[src/sndsyn_pkg.sv]
// Shared types and constants for the spiking neuron with delayed synapses.
package sndsyn_pkg;

  localparam logic [1:0] CMD_TICK  = 2'd0;
  localparam logic [1:0] CMD_RECV  = 2'd1;
  localparam logic [1:0] CMD_WRITE = 2'd2;

  localparam int unsigned PADDR_W = 5;

  localparam logic [2:0] REG_V_THRESHOLD      = 3'd0;
  localparam logic [2:0] REG_LEAK_STEP        = 3'd1;
  localparam logic [2:0] REG_REFRACTORY_TICKS = 3'd2;
  localparam logic [2:0] REG_IS_GENERATOR     = 3'd3;
  localparam logic [2:0] REG_ACTIVE_SYNAPSES  = 3'd4;

  localparam logic [15:0] V_RESET    = 16'd20000;
  localparam logic [15:0] LEAK_LOW   = 16'd27500;
  localparam logic [15:0] LEAK_HIGH  = 16'd28500;
  localparam logic [15:0] CLAMP_HIGH = 16'd50000;
  localparam logic [15:0] V_REST     = 16'd28000;

  typedef logic [8:0] timer_t;
  localparam timer_t TIMER_IDLE = 9'h1FF;

  typedef struct packed {
    logic inject;
    logic shift;
    logic clear;
    logic spike;
  } cell_ctl_t;

endpackage

[src/sndsyn_cell.sv]
// One synapse cell: entry storage, delay timer and walk token.
module sndsyn_cell #(
  parameter int INDEX       = 0,
  parameter int CNT_W       = 4,
  parameter int TARGET_BITS = 8
) (
  input  logic                      clk,
  input  logic                      rst_n,
  input  sndsyn_pkg::cell_ctl_t     ctl,
  input  logic [CNT_W-1:0]          n_act,
  input  logic                      wr_en,
  input  logic [TARGET_BITS-1:0]    wr_target,
  input  logic signed [15:0]        wr_weight,
  input  logic [7:0]                wr_delay,
  input  logic                      tok_in,
  output logic                      tok_out,
  input  logic                      later_in,
  output logic                      later_out,
  output logic                      sel,
  output logic                      sel_last,
  output logic [TARGET_BITS-1:0]    sel_target,
  output logic signed [15:0]        sel_weight
);
  import sndsyn_pkg::*;

  logic [TARGET_BITS-1:0] target_r;
  logic signed [15:0]     weight_r;
  logic [7:0]             delay_r;
  timer_t                 timer_r, timer_nxt, eff;
  logic                   tok_r, tok_nxt;
  logic                   in_range, deliver;

  always_comb begin
    in_range = CNT_W'(INDEX) < n_act;
    eff      = (ctl.spike && timer_r == TIMER_IDLE) ? {1'b0, delay_r} : timer_r;
    deliver  = in_range && eff == '0;
    if (ctl.clear) begin
      tok_nxt = 1'b0;
    end else if (ctl.shift) begin
      tok_nxt = tok_in;
    end else begin
      tok_nxt = tok_r;
    end
    timer_nxt = timer_r;
    if (tok_r && ctl.shift && in_range) begin
      if (deliver) begin
        timer_nxt = TIMER_IDLE;
      end else if (eff != TIMER_IDLE) begin
        timer_nxt = eff - timer_t'(1);
      end
    end
  end

  assign tok_out    = tok_r;
  assign later_out  = later_in | deliver;
  assign sel        = tok_r & deliver;
  assign sel_last   = sel & ~later_in;
  assign sel_target = sel ? target_r : '0;
  assign sel_weight = sel ? weight_r : '0;

  always_ff @(posedge clk) begin
    if (wr_en) begin
      target_r <= wr_target;
      weight_r <= wr_weight;
      delay_r  <= wr_delay;
    end
  end

  always_ff @(posedge clk) begin
    if (!rst_n) begin
      tok_r   <= 1'b0;
      timer_r <= TIMER_IDLE;
    end else begin
      tok_r   <= tok_nxt;
      timer_r <= timer_nxt;
    end
  end

endmodule

[src/spiking_neuron_with_delay_synapses.sv]
// Top level: leaky integrate-and-fire neuron with a chain of delayed synapse cells.
// Each input transaction yields one status result (deliver_valid 0) followed, for a tick,
// by one delivery result per synapse whose timer expires, in entry order; last marks the
// final result. An accepted transaction enters the status state, which loads the status
// result into the output register once that register is free; receive, write and unknown
// commands then return to idle and accept the next transaction. For a tick with n =
// min(active_synapses, SYNAPSES) nonzero, a token walks the synapse cells one per cycle,
// arming, counting down and delivering, and stalls while a delivery waits to load into
// the held output register. Configuration registers sit at byte addresses 4*i; the user
// must write them only while no transaction is in progress; the block does not check it.
module spiking_neuron_with_delay_synapses #(
  parameter int SYNAPSES    = 8,
  parameter int TARGET_BITS = 8
) (
  input  logic                            clk,
  input  logic                            rst_n,
  input  logic                            in_valid,
  output logic                            in_ready,
  input  logic [1:0]                      in_command,
  input  logic signed [15:0]              in_input_weight,
  input  logic [2:0]                      in_synapse_index,
  input  logic [TARGET_BITS-1:0]          in_target_index,
  input  logic signed [15:0]              in_synapse_weight,
  input  logic [7:0]                      in_synapse_delay,
  output logic                            out_valid,
  input  logic                            out_ready,
  output logic                            out_spike,
  output logic [15:0]                     out_membrane,
  output logic                            out_deliver_valid,
  output logic [TARGET_BITS-1:0]          out_deliver_target,
  output logic signed [15:0]              out_deliver_weight,
  output logic                            out_last,
  input  logic                            psel,
  input  logic                            penable,
  input  logic                            pwrite,
  input  logic [sndsyn_pkg::PADDR_W-1:0]  paddr,
  input  logic [31:0]                     pwdata,
  output logic [31:0]                     prdata,
  output logic                            pready
);
  import sndsyn_pkg::*;

  localparam int CNT_W = ($clog2(SYNAPSES + 1) > 4) ? $clog2(SYNAPSES + 1) : 4;
  localparam int IDX_W = (SYNAPSES > 1) ? $clog2(SYNAPSES) : 1;

  localparam logic [1:0] ST_IDLE   = 2'd0;
  localparam logic [1:0] ST_STATUS = 2'd1;
  localparam logic [1:0] ST_WALK   = 2'd2;

  logic [15:0] cfg_thr_r;
  logic [11:0] cfg_leak_r;
  logic [15:0] cfg_refr_r;
  logic        cfg_gen_r;
  logic [3:0]  cfg_active_r;
  logic        cfg_wr;

  logic [1:0]       state_r, state_nxt;
  logic [IDX_W-1:0] idx_r, idx_nxt;
  logic [15:0]      membrane_r;
  logic [15:0]      refr_r;
  logic             spk_r;
  logic             is_tick_r;

  logic                   out_valid_r, out_valid_nxt;
  logic                   out_spike_r;
  logic [15:0]            out_membrane_r;
  logic                   out_dv_r;
  logic [TARGET_BITS-1:0] out_target_r;
  logic signed [15:0]     out_weight_r;
  logic                   out_last_r;

  logic             in_fire, wr_fire, slot_free;
  logic             load_status, load_del;
  cell_ctl_t        ctl;
  logic [CNT_W-1:0] act_ext, n_act;

  logic        fire, spk_tick;
  logic [15:0] v_fire, v_up, v_tick, rc_fire, rc_tick, leak_ext;
  logic [16:0] v_sum;
  logic signed [17:0] r_sum;
  logic [15:0] v_recv;

  logic [SYNAPSES:0]      tok_chain;
  logic [SYNAPSES:0]      later_chain;
  logic [SYNAPSES-1:0]    wr_en;
  logic [SYNAPSES-1:0]    sel_v;
  logic [SYNAPSES-1:0]    sel_last_v;
  logic [TARGET_BITS-1:0] sel_tgt [SYNAPSES];
  logic signed [15:0]     sel_wt  [SYNAPSES];
  logic                   del_any, del_last, any_pend;
  logic [TARGET_BITS-1:0] del_target;
  logic [15:0]            del_weight;

  assign pready = 1'b1;
  assign cfg_wr = psel & penable & pwrite;

  always_ff @(posedge clk) begin
    if (!rst_n) begin
      cfg_thr_r    <= LEAK_LOW;
      cfg_leak_r   <= 12'd100;
      cfg_refr_r   <= '0;
      cfg_gen_r    <= 1'b0;
      cfg_active_r <= '0;
    end else if (cfg_wr) begin
      unique case (paddr[4:2])
        REG_V_THRESHOLD:      cfg_thr_r    <= pwdata[15:0];
        REG_LEAK_STEP:        cfg_leak_r   <= pwdata[11:0];
        REG_REFRACTORY_TICKS: cfg_refr_r   <= pwdata[15:0];
        REG_IS_GENERATOR:     cfg_gen_r    <= pwdata[0];
        REG_ACTIVE_SYNAPSES:  cfg_active_r <= pwdata[3:0];
        default: ;
      endcase
    end
  end

  always_comb begin
    unique case (paddr[4:2])
      REG_V_THRESHOLD:      prdata = {16'd0, cfg_thr_r};
      REG_LEAK_STEP:        prdata = {20'd0, cfg_leak_r};
      REG_REFRACTORY_TICKS: prdata = {16'd0, cfg_refr_r};
      REG_IS_GENERATOR:     prdata = {31'd0, cfg_gen_r};
      REG_ACTIVE_SYNAPSES:  prdata = {28'd0, cfg_active_r};
      default:              prdata = '0;
    endcase
  end

  always_comb begin
    act_ext = CNT_W'(cfg_active_r);
    n_act   = (act_ext > CNT_W'(SYNAPSES)) ? CNT_W'(SYNAPSES) : act_ext;
  end

  // Neuron update for a tick and a receive.
  always_comb begin
    leak_ext = {4'd0, cfg_leak_r};
    fire     = (membrane_r >= cfg_thr_r) && (refr_r == '0);
    spk_tick = cfg_gen_r | fire;
    v_fire   = fire ? V_RESET : membrane_r;
    rc_fire  = fire ? cfg_refr_r : refr_r;
    v_sum    = {1'b0, v_fire} + {1'b0, leak_ext};
    v_up     = (v_fire < LEAK_LOW) ? (v_sum[16] ? 16'hFFFF : v_sum[15:0]) : v_fire;
    if (v_up > LEAK_HIGH) begin
      v_tick = (v_up > leak_ext) ? v_up - leak_ext : '0;
    end else begin
      v_tick = v_up;
    end
    rc_tick = (rc_fire != '0) ? rc_fire - 16'd1 : '0;
    r_sum   = $signed({2'b00, membrane_r}) + $signed({{2{in_input_weight[15]}}, in_input_weight});
    if (r_sum < $signed({2'b00, V_RESET})) begin
      v_recv = V_RESET;
    end else if (r_sum > $signed({2'b00, CLAMP_HIGH})) begin
      v_recv = CLAMP_HIGH;
    end else begin
      v_recv = r_sum[15:0];
    end
  end

  assign in_ready  = (state_r == ST_IDLE);
  assign in_fire   = in_valid & in_ready;
  assign wr_fire   = in_fire && (in_command == CMD_WRITE);
  assign slot_free = !out_valid_r || out_ready;

  always_ff @(posedge clk) begin
    if (!rst_n) begin
      membrane_r <= V_REST;
      refr_r     <= '0;
      spk_r      <= 1'b0;
      is_tick_r  <= 1'b0;
    end else if (in_fire) begin
      unique case (in_command)
        CMD_TICK: begin
          membrane_r <= v_tick;
          refr_r     <= rc_tick;
          spk_r      <= spk_tick;
          is_tick_r  <= 1'b1;
        end
        CMD_RECV: begin
          membrane_r <= v_recv;
          spk_r      <= 1'b0;
          is_tick_r  <= 1'b0;
        end
        default: begin
          spk_r     <= 1'b0;
          is_tick_r <= 1'b0;
        end
      endcase
    end
  end

  assign tok_chain[0]          = ctl.inject;
  assign later_chain[SYNAPSES] = 1'b0;
  assign any_pend              = later_chain[0];

  for (genvar i = 0; i < SYNAPSES; i++) begin : g_cell
    assign wr_en[i] = wr_fire && (int'(in_synapse_index) == i);

    sndsyn_cell #(
      .INDEX       (i),
      .CNT_W       (CNT_W),
      .TARGET_BITS (TARGET_BITS)
    ) u_cell (
      .clk        (clk),
      .rst_n      (rst_n),
      .ctl        (ctl),
      .n_act      (n_act),
      .wr_en      (wr_en[i]),
      .wr_target  (in_target_index),
      .wr_weight  (in_synapse_weight),
      .wr_delay   (in_synapse_delay),
      .tok_in     (tok_chain[i]),
      .tok_out    (tok_chain[i+1]),
      .later_in   (later_chain[i+1]),
      .later_out  (later_chain[i]),
      .sel        (sel_v[i]),
      .sel_last   (sel_last_v[i]),
      .sel_target (sel_tgt[i]),
      .sel_weight (sel_wt[i])
    );
  end

  always_comb begin
    del_any    = |sel_v;
    del_last   = |sel_last_v;
    del_target = '0;
    del_weight = '0;
    for (int i = 0; i < SYNAPSES; i++) begin
      del_target = del_target | sel_tgt[i];
      del_weight = del_weight | sel_wt[i];
    end
  end

  always_comb begin
    state_nxt   = state_r;
    idx_nxt     = idx_r;
    load_status = 1'b0;
    load_del    = 1'b0;
    ctl.inject  = 1'b0;
    ctl.shift   = 1'b0;
    ctl.clear   = (state_r == ST_IDLE);
    ctl.spike   = spk_r;
    unique case (state_r)
      ST_IDLE: begin
        if (in_fire) begin
          state_nxt = ST_STATUS;
        end
      end
      ST_STATUS: begin
        if (slot_free) begin
          load_status = 1'b1;
          if (is_tick_r && n_act != '0) begin
            ctl.inject = 1'b1;
            ctl.shift  = 1'b1;
            idx_nxt    = '0;
            state_nxt  = ST_WALK;
          end else begin
            state_nxt = ST_IDLE;
          end
        end
      end
      ST_WALK: begin
        if (!del_any || slot_free) begin
          ctl.shift = 1'b1;
          load_del  = del_any;
          if (CNT_W'(idx_r) == n_act - CNT_W'(1)) begin
            state_nxt = ST_IDLE;
          end else begin
            idx_nxt = idx_r + IDX_W'(1);
          end
        end
      end
      default: state_nxt = ST_IDLE;
    endcase
  end

  always_ff @(posedge clk) begin
    if (!rst_n) begin
      state_r <= ST_IDLE;
      idx_r   <= '0;
    end else begin
      state_r <= state_nxt;
      idx_r   <= idx_nxt;
    end
  end

  always_comb begin
    if (load_status || load_del) begin
      out_valid_nxt = 1'b1;
    end else if (out_ready) begin
      out_valid_nxt = 1'b0;
    end else begin
      out_valid_nxt = out_valid_r;
    end
  end

  always_ff @(posedge clk) begin
    if (!rst_n) begin
      out_valid_r <= 1'b0;
    end else begin
      out_valid_r <= out_valid_nxt;
    end
  end

  always_ff @(posedge clk) begin
    if (load_status) begin
      out_spike_r    <= spk_r;
      out_membrane_r <= membrane_r;
      out_dv_r       <= 1'b0;
      out_target_r   <= '0;
      out_weight_r   <= '0;
      out_last_r     <= !(is_tick_r && any_pend);
    end else if (load_del) begin
      out_spike_r    <= spk_r;
      out_membrane_r <= membrane_r;
      out_dv_r       <= 1'b1;
      out_target_r   <= del_target;
      out_weight_r   <= del_weight;
      out_last_r     <= del_last;
    end
  end

  assign out_valid          = out_valid_r;
  assign out_spike          = out_spike_r;
  assign out_membrane       = out_membrane_r;
  assign out_deliver_valid  = out_dv_r;
  assign out_deliver_target = out_target_r;
  assign out_deliver_weight = out_weight_r;
  assign out_last           = out_last_r;

endmodule

[config.mk]
export PLATFORM = sky130hd
export DESIGN_NAME = spiking_neuron_with_delay_synapses
export DESIGN_NICKNAME = d
export VERILOG_FILES = /design/src/sndsyn_pkg.sv /design/src/sndsyn_cell.sv /design/src/spiking_neuron_with_delay_synapses.sv
export SDC_FILE = /design/constraint.sdc
export NUM_CORES = 1
export LEC_CHECK = 0
export BUFFER_PORTS_ARGS = -buffer_cell sky130_fd_sc_hd__buf_2
export CAP_MARGIN = 25
export CORE_UTILIZATION = 56
export CTS_CLUSTER_DIAMETER = 60
export DETAILED_ROUTE_END_ITERATION = 6
export PLACE_DENSITY = 0.75
export RECOVER_POWER = 100
export SYNTH_ARGS = -nofsm -noshare
export SYNTH_HDL_FRONTEND = slang
export SYNTH_SLANG_ARGS = --single-unit
[constraint.sdc]
create_clock -name clk -period 10 [get_ports clk]
set_input_delay 0.5 -clock clk [delete_from_list [all_inputs] [get_ports clk]]
set_output_delay 0.5 -clock clk [all_outputs]
set_load 0.1 [all_outputs]
==> summary.md <==
| Metric | Value |
|---|---|
| Mapped Avg Cell Area | 10.1 µm² |
| Gr ovfl total | 0 |
| Maximum number of pins on one net before global-route repair | 87 |
| Total routing resource utilization after global routing | 0.287 |
| Result of the run | finished, violations left |
| CTS tree | done |
| Clk_skew | about 0.030 ns |
| TritonRoute pass-1 iters | 7 |
| Initial core utilization | 0.573 |
| Most area-hungry cell type in the Yosys netlist | edfxtp_1 |
| Top FF cell, synth | edfxtp_1 |
| Post-synthesis instance area | 24300 µm² |
| Smallest setup slack after layout | 2.36 ns |
| Startpoint of the most critical hold path | pwdata[14] |
| Worst vdd rail ir drop | about 0.00018 V |
| Synthesized flop and latch total | 468 |
| Violation count after the first detailed-route iteration | between 1500 and 2000 |
| Total design power | 6650 µW |
| Min-Delay Path Depth | 3 |
| Sequence of cells on the critical path | nand3_1 > nor4_1 > mux2i_1 > ha_1 > inv_1 > a211oi_1 > and3_1 > and4_1 > or3_1 > and3_2 > buf_4 > or2_0 |
| RSZ-0062 raised after global routing | no |
| Global-route wire length before repair | slightly above 100 mm |
| Violated checks | design-rule violations, max-capacitance violations, max-slew violations |
| Hold EP | cfg_thr_r[14] |
| Chip height | roughly 210 µm |
| P per Cell Area | about 250 nW/µm² |
| Period minus WS final | approximately 7.6 ns |
| CP max FO | 49 |
| Fraction of final layout cells with drive strength greater than 1 | 0.0745 |
| Post-detailed-route via-to-cell ratio | 6.25 |
| Final setup viols | 0 |
| Final Max Slew Viols | 435 |
| Number of buffers on the longest clock path | 3 |
| Most numerous cell in the Yosys netlist | edfxtp_1 |
| Worst-Margin Slew | between 3 and 4 ns |
| Number of global-route vias before repair | 19000 |
| Cell chosen for the clock root | clkbuf_16 |
| Antenna Nets Post-Route | 0 |
| Setup TNS | 0 ns |
| Slew margin rel. | -1.33 |
| Hold buffer count at cts | 0 |
| Post-synth top area share | 0.338 |
| Total detailed-routing wirelength | 63.6 mm |
| Number of cell instances on the worst register-to-register path | 12 |
| Count of input and output buffers | 139 |
| Reported max-cap violation count | 12 |
| Max Clk Rate | 131 MHz |
| CTS sink count | 468 |
| Number of antenna violations at the first check in global routing | 1 |
| Number of I/O pins | 175 |
| Reg2reg end | out_membrane[5] |
| Cell family with the largest share of critical-path delay | simple AND/OR/NAND/NOR gates |
| Leakage power total | around 0.010 µW |
| Crit end category | flop |
| Proportion of synthesized chip area in sequential cells | 0.498 |
| Critical Path Start | spk_r |
| GP Congestion | 0.950 |
| Most used routing layer in global routing | met2 |
| Largest stage delay on the critical path | about 1.3 ns |
| Detail Placement HPWL | 42.6 mm |
| Post-synth EDFFs | approximately 270 |
| Count of standard-cell rows | 75 |
| Min-Delay Path Class | input port to flop |
| Post-CTS resize count | 0 |
| Warnings from Yosys | 0 |
| Insertion delay to the later sink of the worst-skew pair | 0.62 ns |
| Final cell area excluding filler cells | 26900 µm² |
| Remaining design rule violation count | 4 |
| M1 GR Usage | 0.369 |
| Cells after Synth | 2406 |
| Number of endpoints with negative hold slack in the final report | 0 |
| Slowest library cell on the worst path | or2_0 |
| Reg2Reg Launch Point | spk_r |
| Post-layout nets | 2696 |
| Met3 Use GR | 0.0374 |
| Met2 usage | 0.491 |
| Asr flop ratio synth | 0 |
| Post-CTS repair timing setup buffer count | 0 |
| Area after detailed placement | between 20000 and 30000 µm² |
| WL/cell | roughly 20 µm |
| Die W | about 210 µm |
| Area of the placeable core | between 40000 and 50000 µm² |
| List of most frequent post-synthesis cells | 274 x edfxtp_1, 269 x nand2_1, 208 x nor2_1, 194 x dfxtp_1, 124 x o21ai_0 |
| Synth-to-layout area growth | 10.5% |
| Number of unique standard cell types used by synthesis | 89 |
| Total buffers and inverters traversed by the critical path | 2 |
| Crit Path Category | flop to flop |
| Clock transition at path regs | 0.06 ns |
| Arrival time reported for the critical path endpoint | 7.83 ns |
| Share of the clock period used by the worst path | 0.764 |
| TritonCTS buffer count | 49 |
| Post-placement setup slack | 3.40 ns |
| Die area | 44300 µm² |
| Critical Path Source Type | flop |
| Via count | 19600 |
| Number of H-tree branching levels | 2 |
| Worst reg-to-reg setup slack | around 2.4 ns |
| Worst Path Required | approximately 10 ns |
| Cell types with the largest area share after synthesis | edfxtp_1 34%, dfxtp_1 16%, ha_1 4.2% |
[metal layers]
layer | wire (µm) | vias to the layer above
met5 | 0 | -
met4 | 2140 | 0
met3 | 3990 | 133
met2 | 31100 | 730
met1 | 26300 | 9461
li1 | - | 9243
[how the worst max path moves through the flow]
stage	to	depth (start not counted)	slack, ns
after detailed placement	membrane_r[6]	19	3.40
after floorplan	membrane_r[13]	25	4.61
after global placement	membrane_r[6]	19	3.50
after global routing	out_membrane[5]	12	1.89
final	out_membrane[5]	12	2.36
after CTS	membrane_r[6]	19	3.37
[power by group]
| part | internal (µW) | switching, µW |
|---|---|---|
| Sequential | 2090 | 78.4 |
| Combinational | 985 | 1650 |
| Clock | 1070 | 781 |
[state kept, by name, indices dropped and copies added (netlist names), 12 cells and up]
register and flops:
out_deliver_weight 16, cfg_leak_r 12, out_membrane 16, g_cell.u_cell.weight_r 128, cfg_refr_r 16, refr_r 16
membrane_r 16, cfg_thr_r 16, g_cell.u_cell.timer_r 72, g_cell.u_cell.delay_r 64, g_cell.u_cell.target_r 64
[layout make-up]
cell class / instances / area [µm²]
clock inverters: 23 / 277
clock buffers: 66 / 1390
inverters: 101 / 379
fillers: 3503 / 15500
well taps: 577 / 722
repair buffers: 164 / 717
multi-input cells: 1730 / 11300
diodes: 1 / 2.50
flip-flops and latches: 468 / 12100
[metrics by stage]
stage,utilization,cells,hold slack [ns]
2_1_floorplan,-,2421,0.409
3_3_place_gp,0.600,3034,0.448
3_5_place_dp,0.602,3039,0.460
4_1_cts,0.642,3128,0.125
5_1_grt,0.634,3130,0.154
6_report,0.634,3130,0.155
[cell usage in the layout (no fill, tap or decap), types with 51 or more instances in the layout]
| master | netlist | routed |
|---|---|---|
| o21ai_0 | 124 | 124 |
| nor2_1 | 208 | 203 |
| nor3_1 | 63 | 61 |
| nand3_1 | 74 | 74 |
| dfxtp_1 | 194 | 194 |
| ha_1 | 82 | 82 |
| edfxtp_1 | 274 | 274 |
| clkbuf_1 | 79 | 120 |
| inv_1 | 101 | 101 |
| mux2i_1 | 77 | 77 |
| clkbuf_16 | 0 | 51 |
| nand2_1 | 269 | 270 |
| a21oi_1 | 106 | 106 |
[cell families after synthesis]
group	after synthesis	synth area share
AND/OR/NAND/NOR	843	0.167
buffers and inverters	223	0.0398
adder cells (fa/ha/maj)	85	0.0447
flip-flops	468	0.498
other	2	0.000309
XOR/XNOR	65	0.0234
multiplexers	89	0.0377
AO/OA/AOI/OAI	631	0.189
[worst register-to-register path: cells and delay by family, from the launching register on]
family                     cells  cell delay [ns]
buffers and inverters          2             0.56
DFF                            1             0.80
muxes                          1             0.38
adders and majority gates      1             0.28
AOI/OAI and AO/OA              1             0.39
and+or+nand+nor                7             4.82
Power figures use the tool's default switching activity.
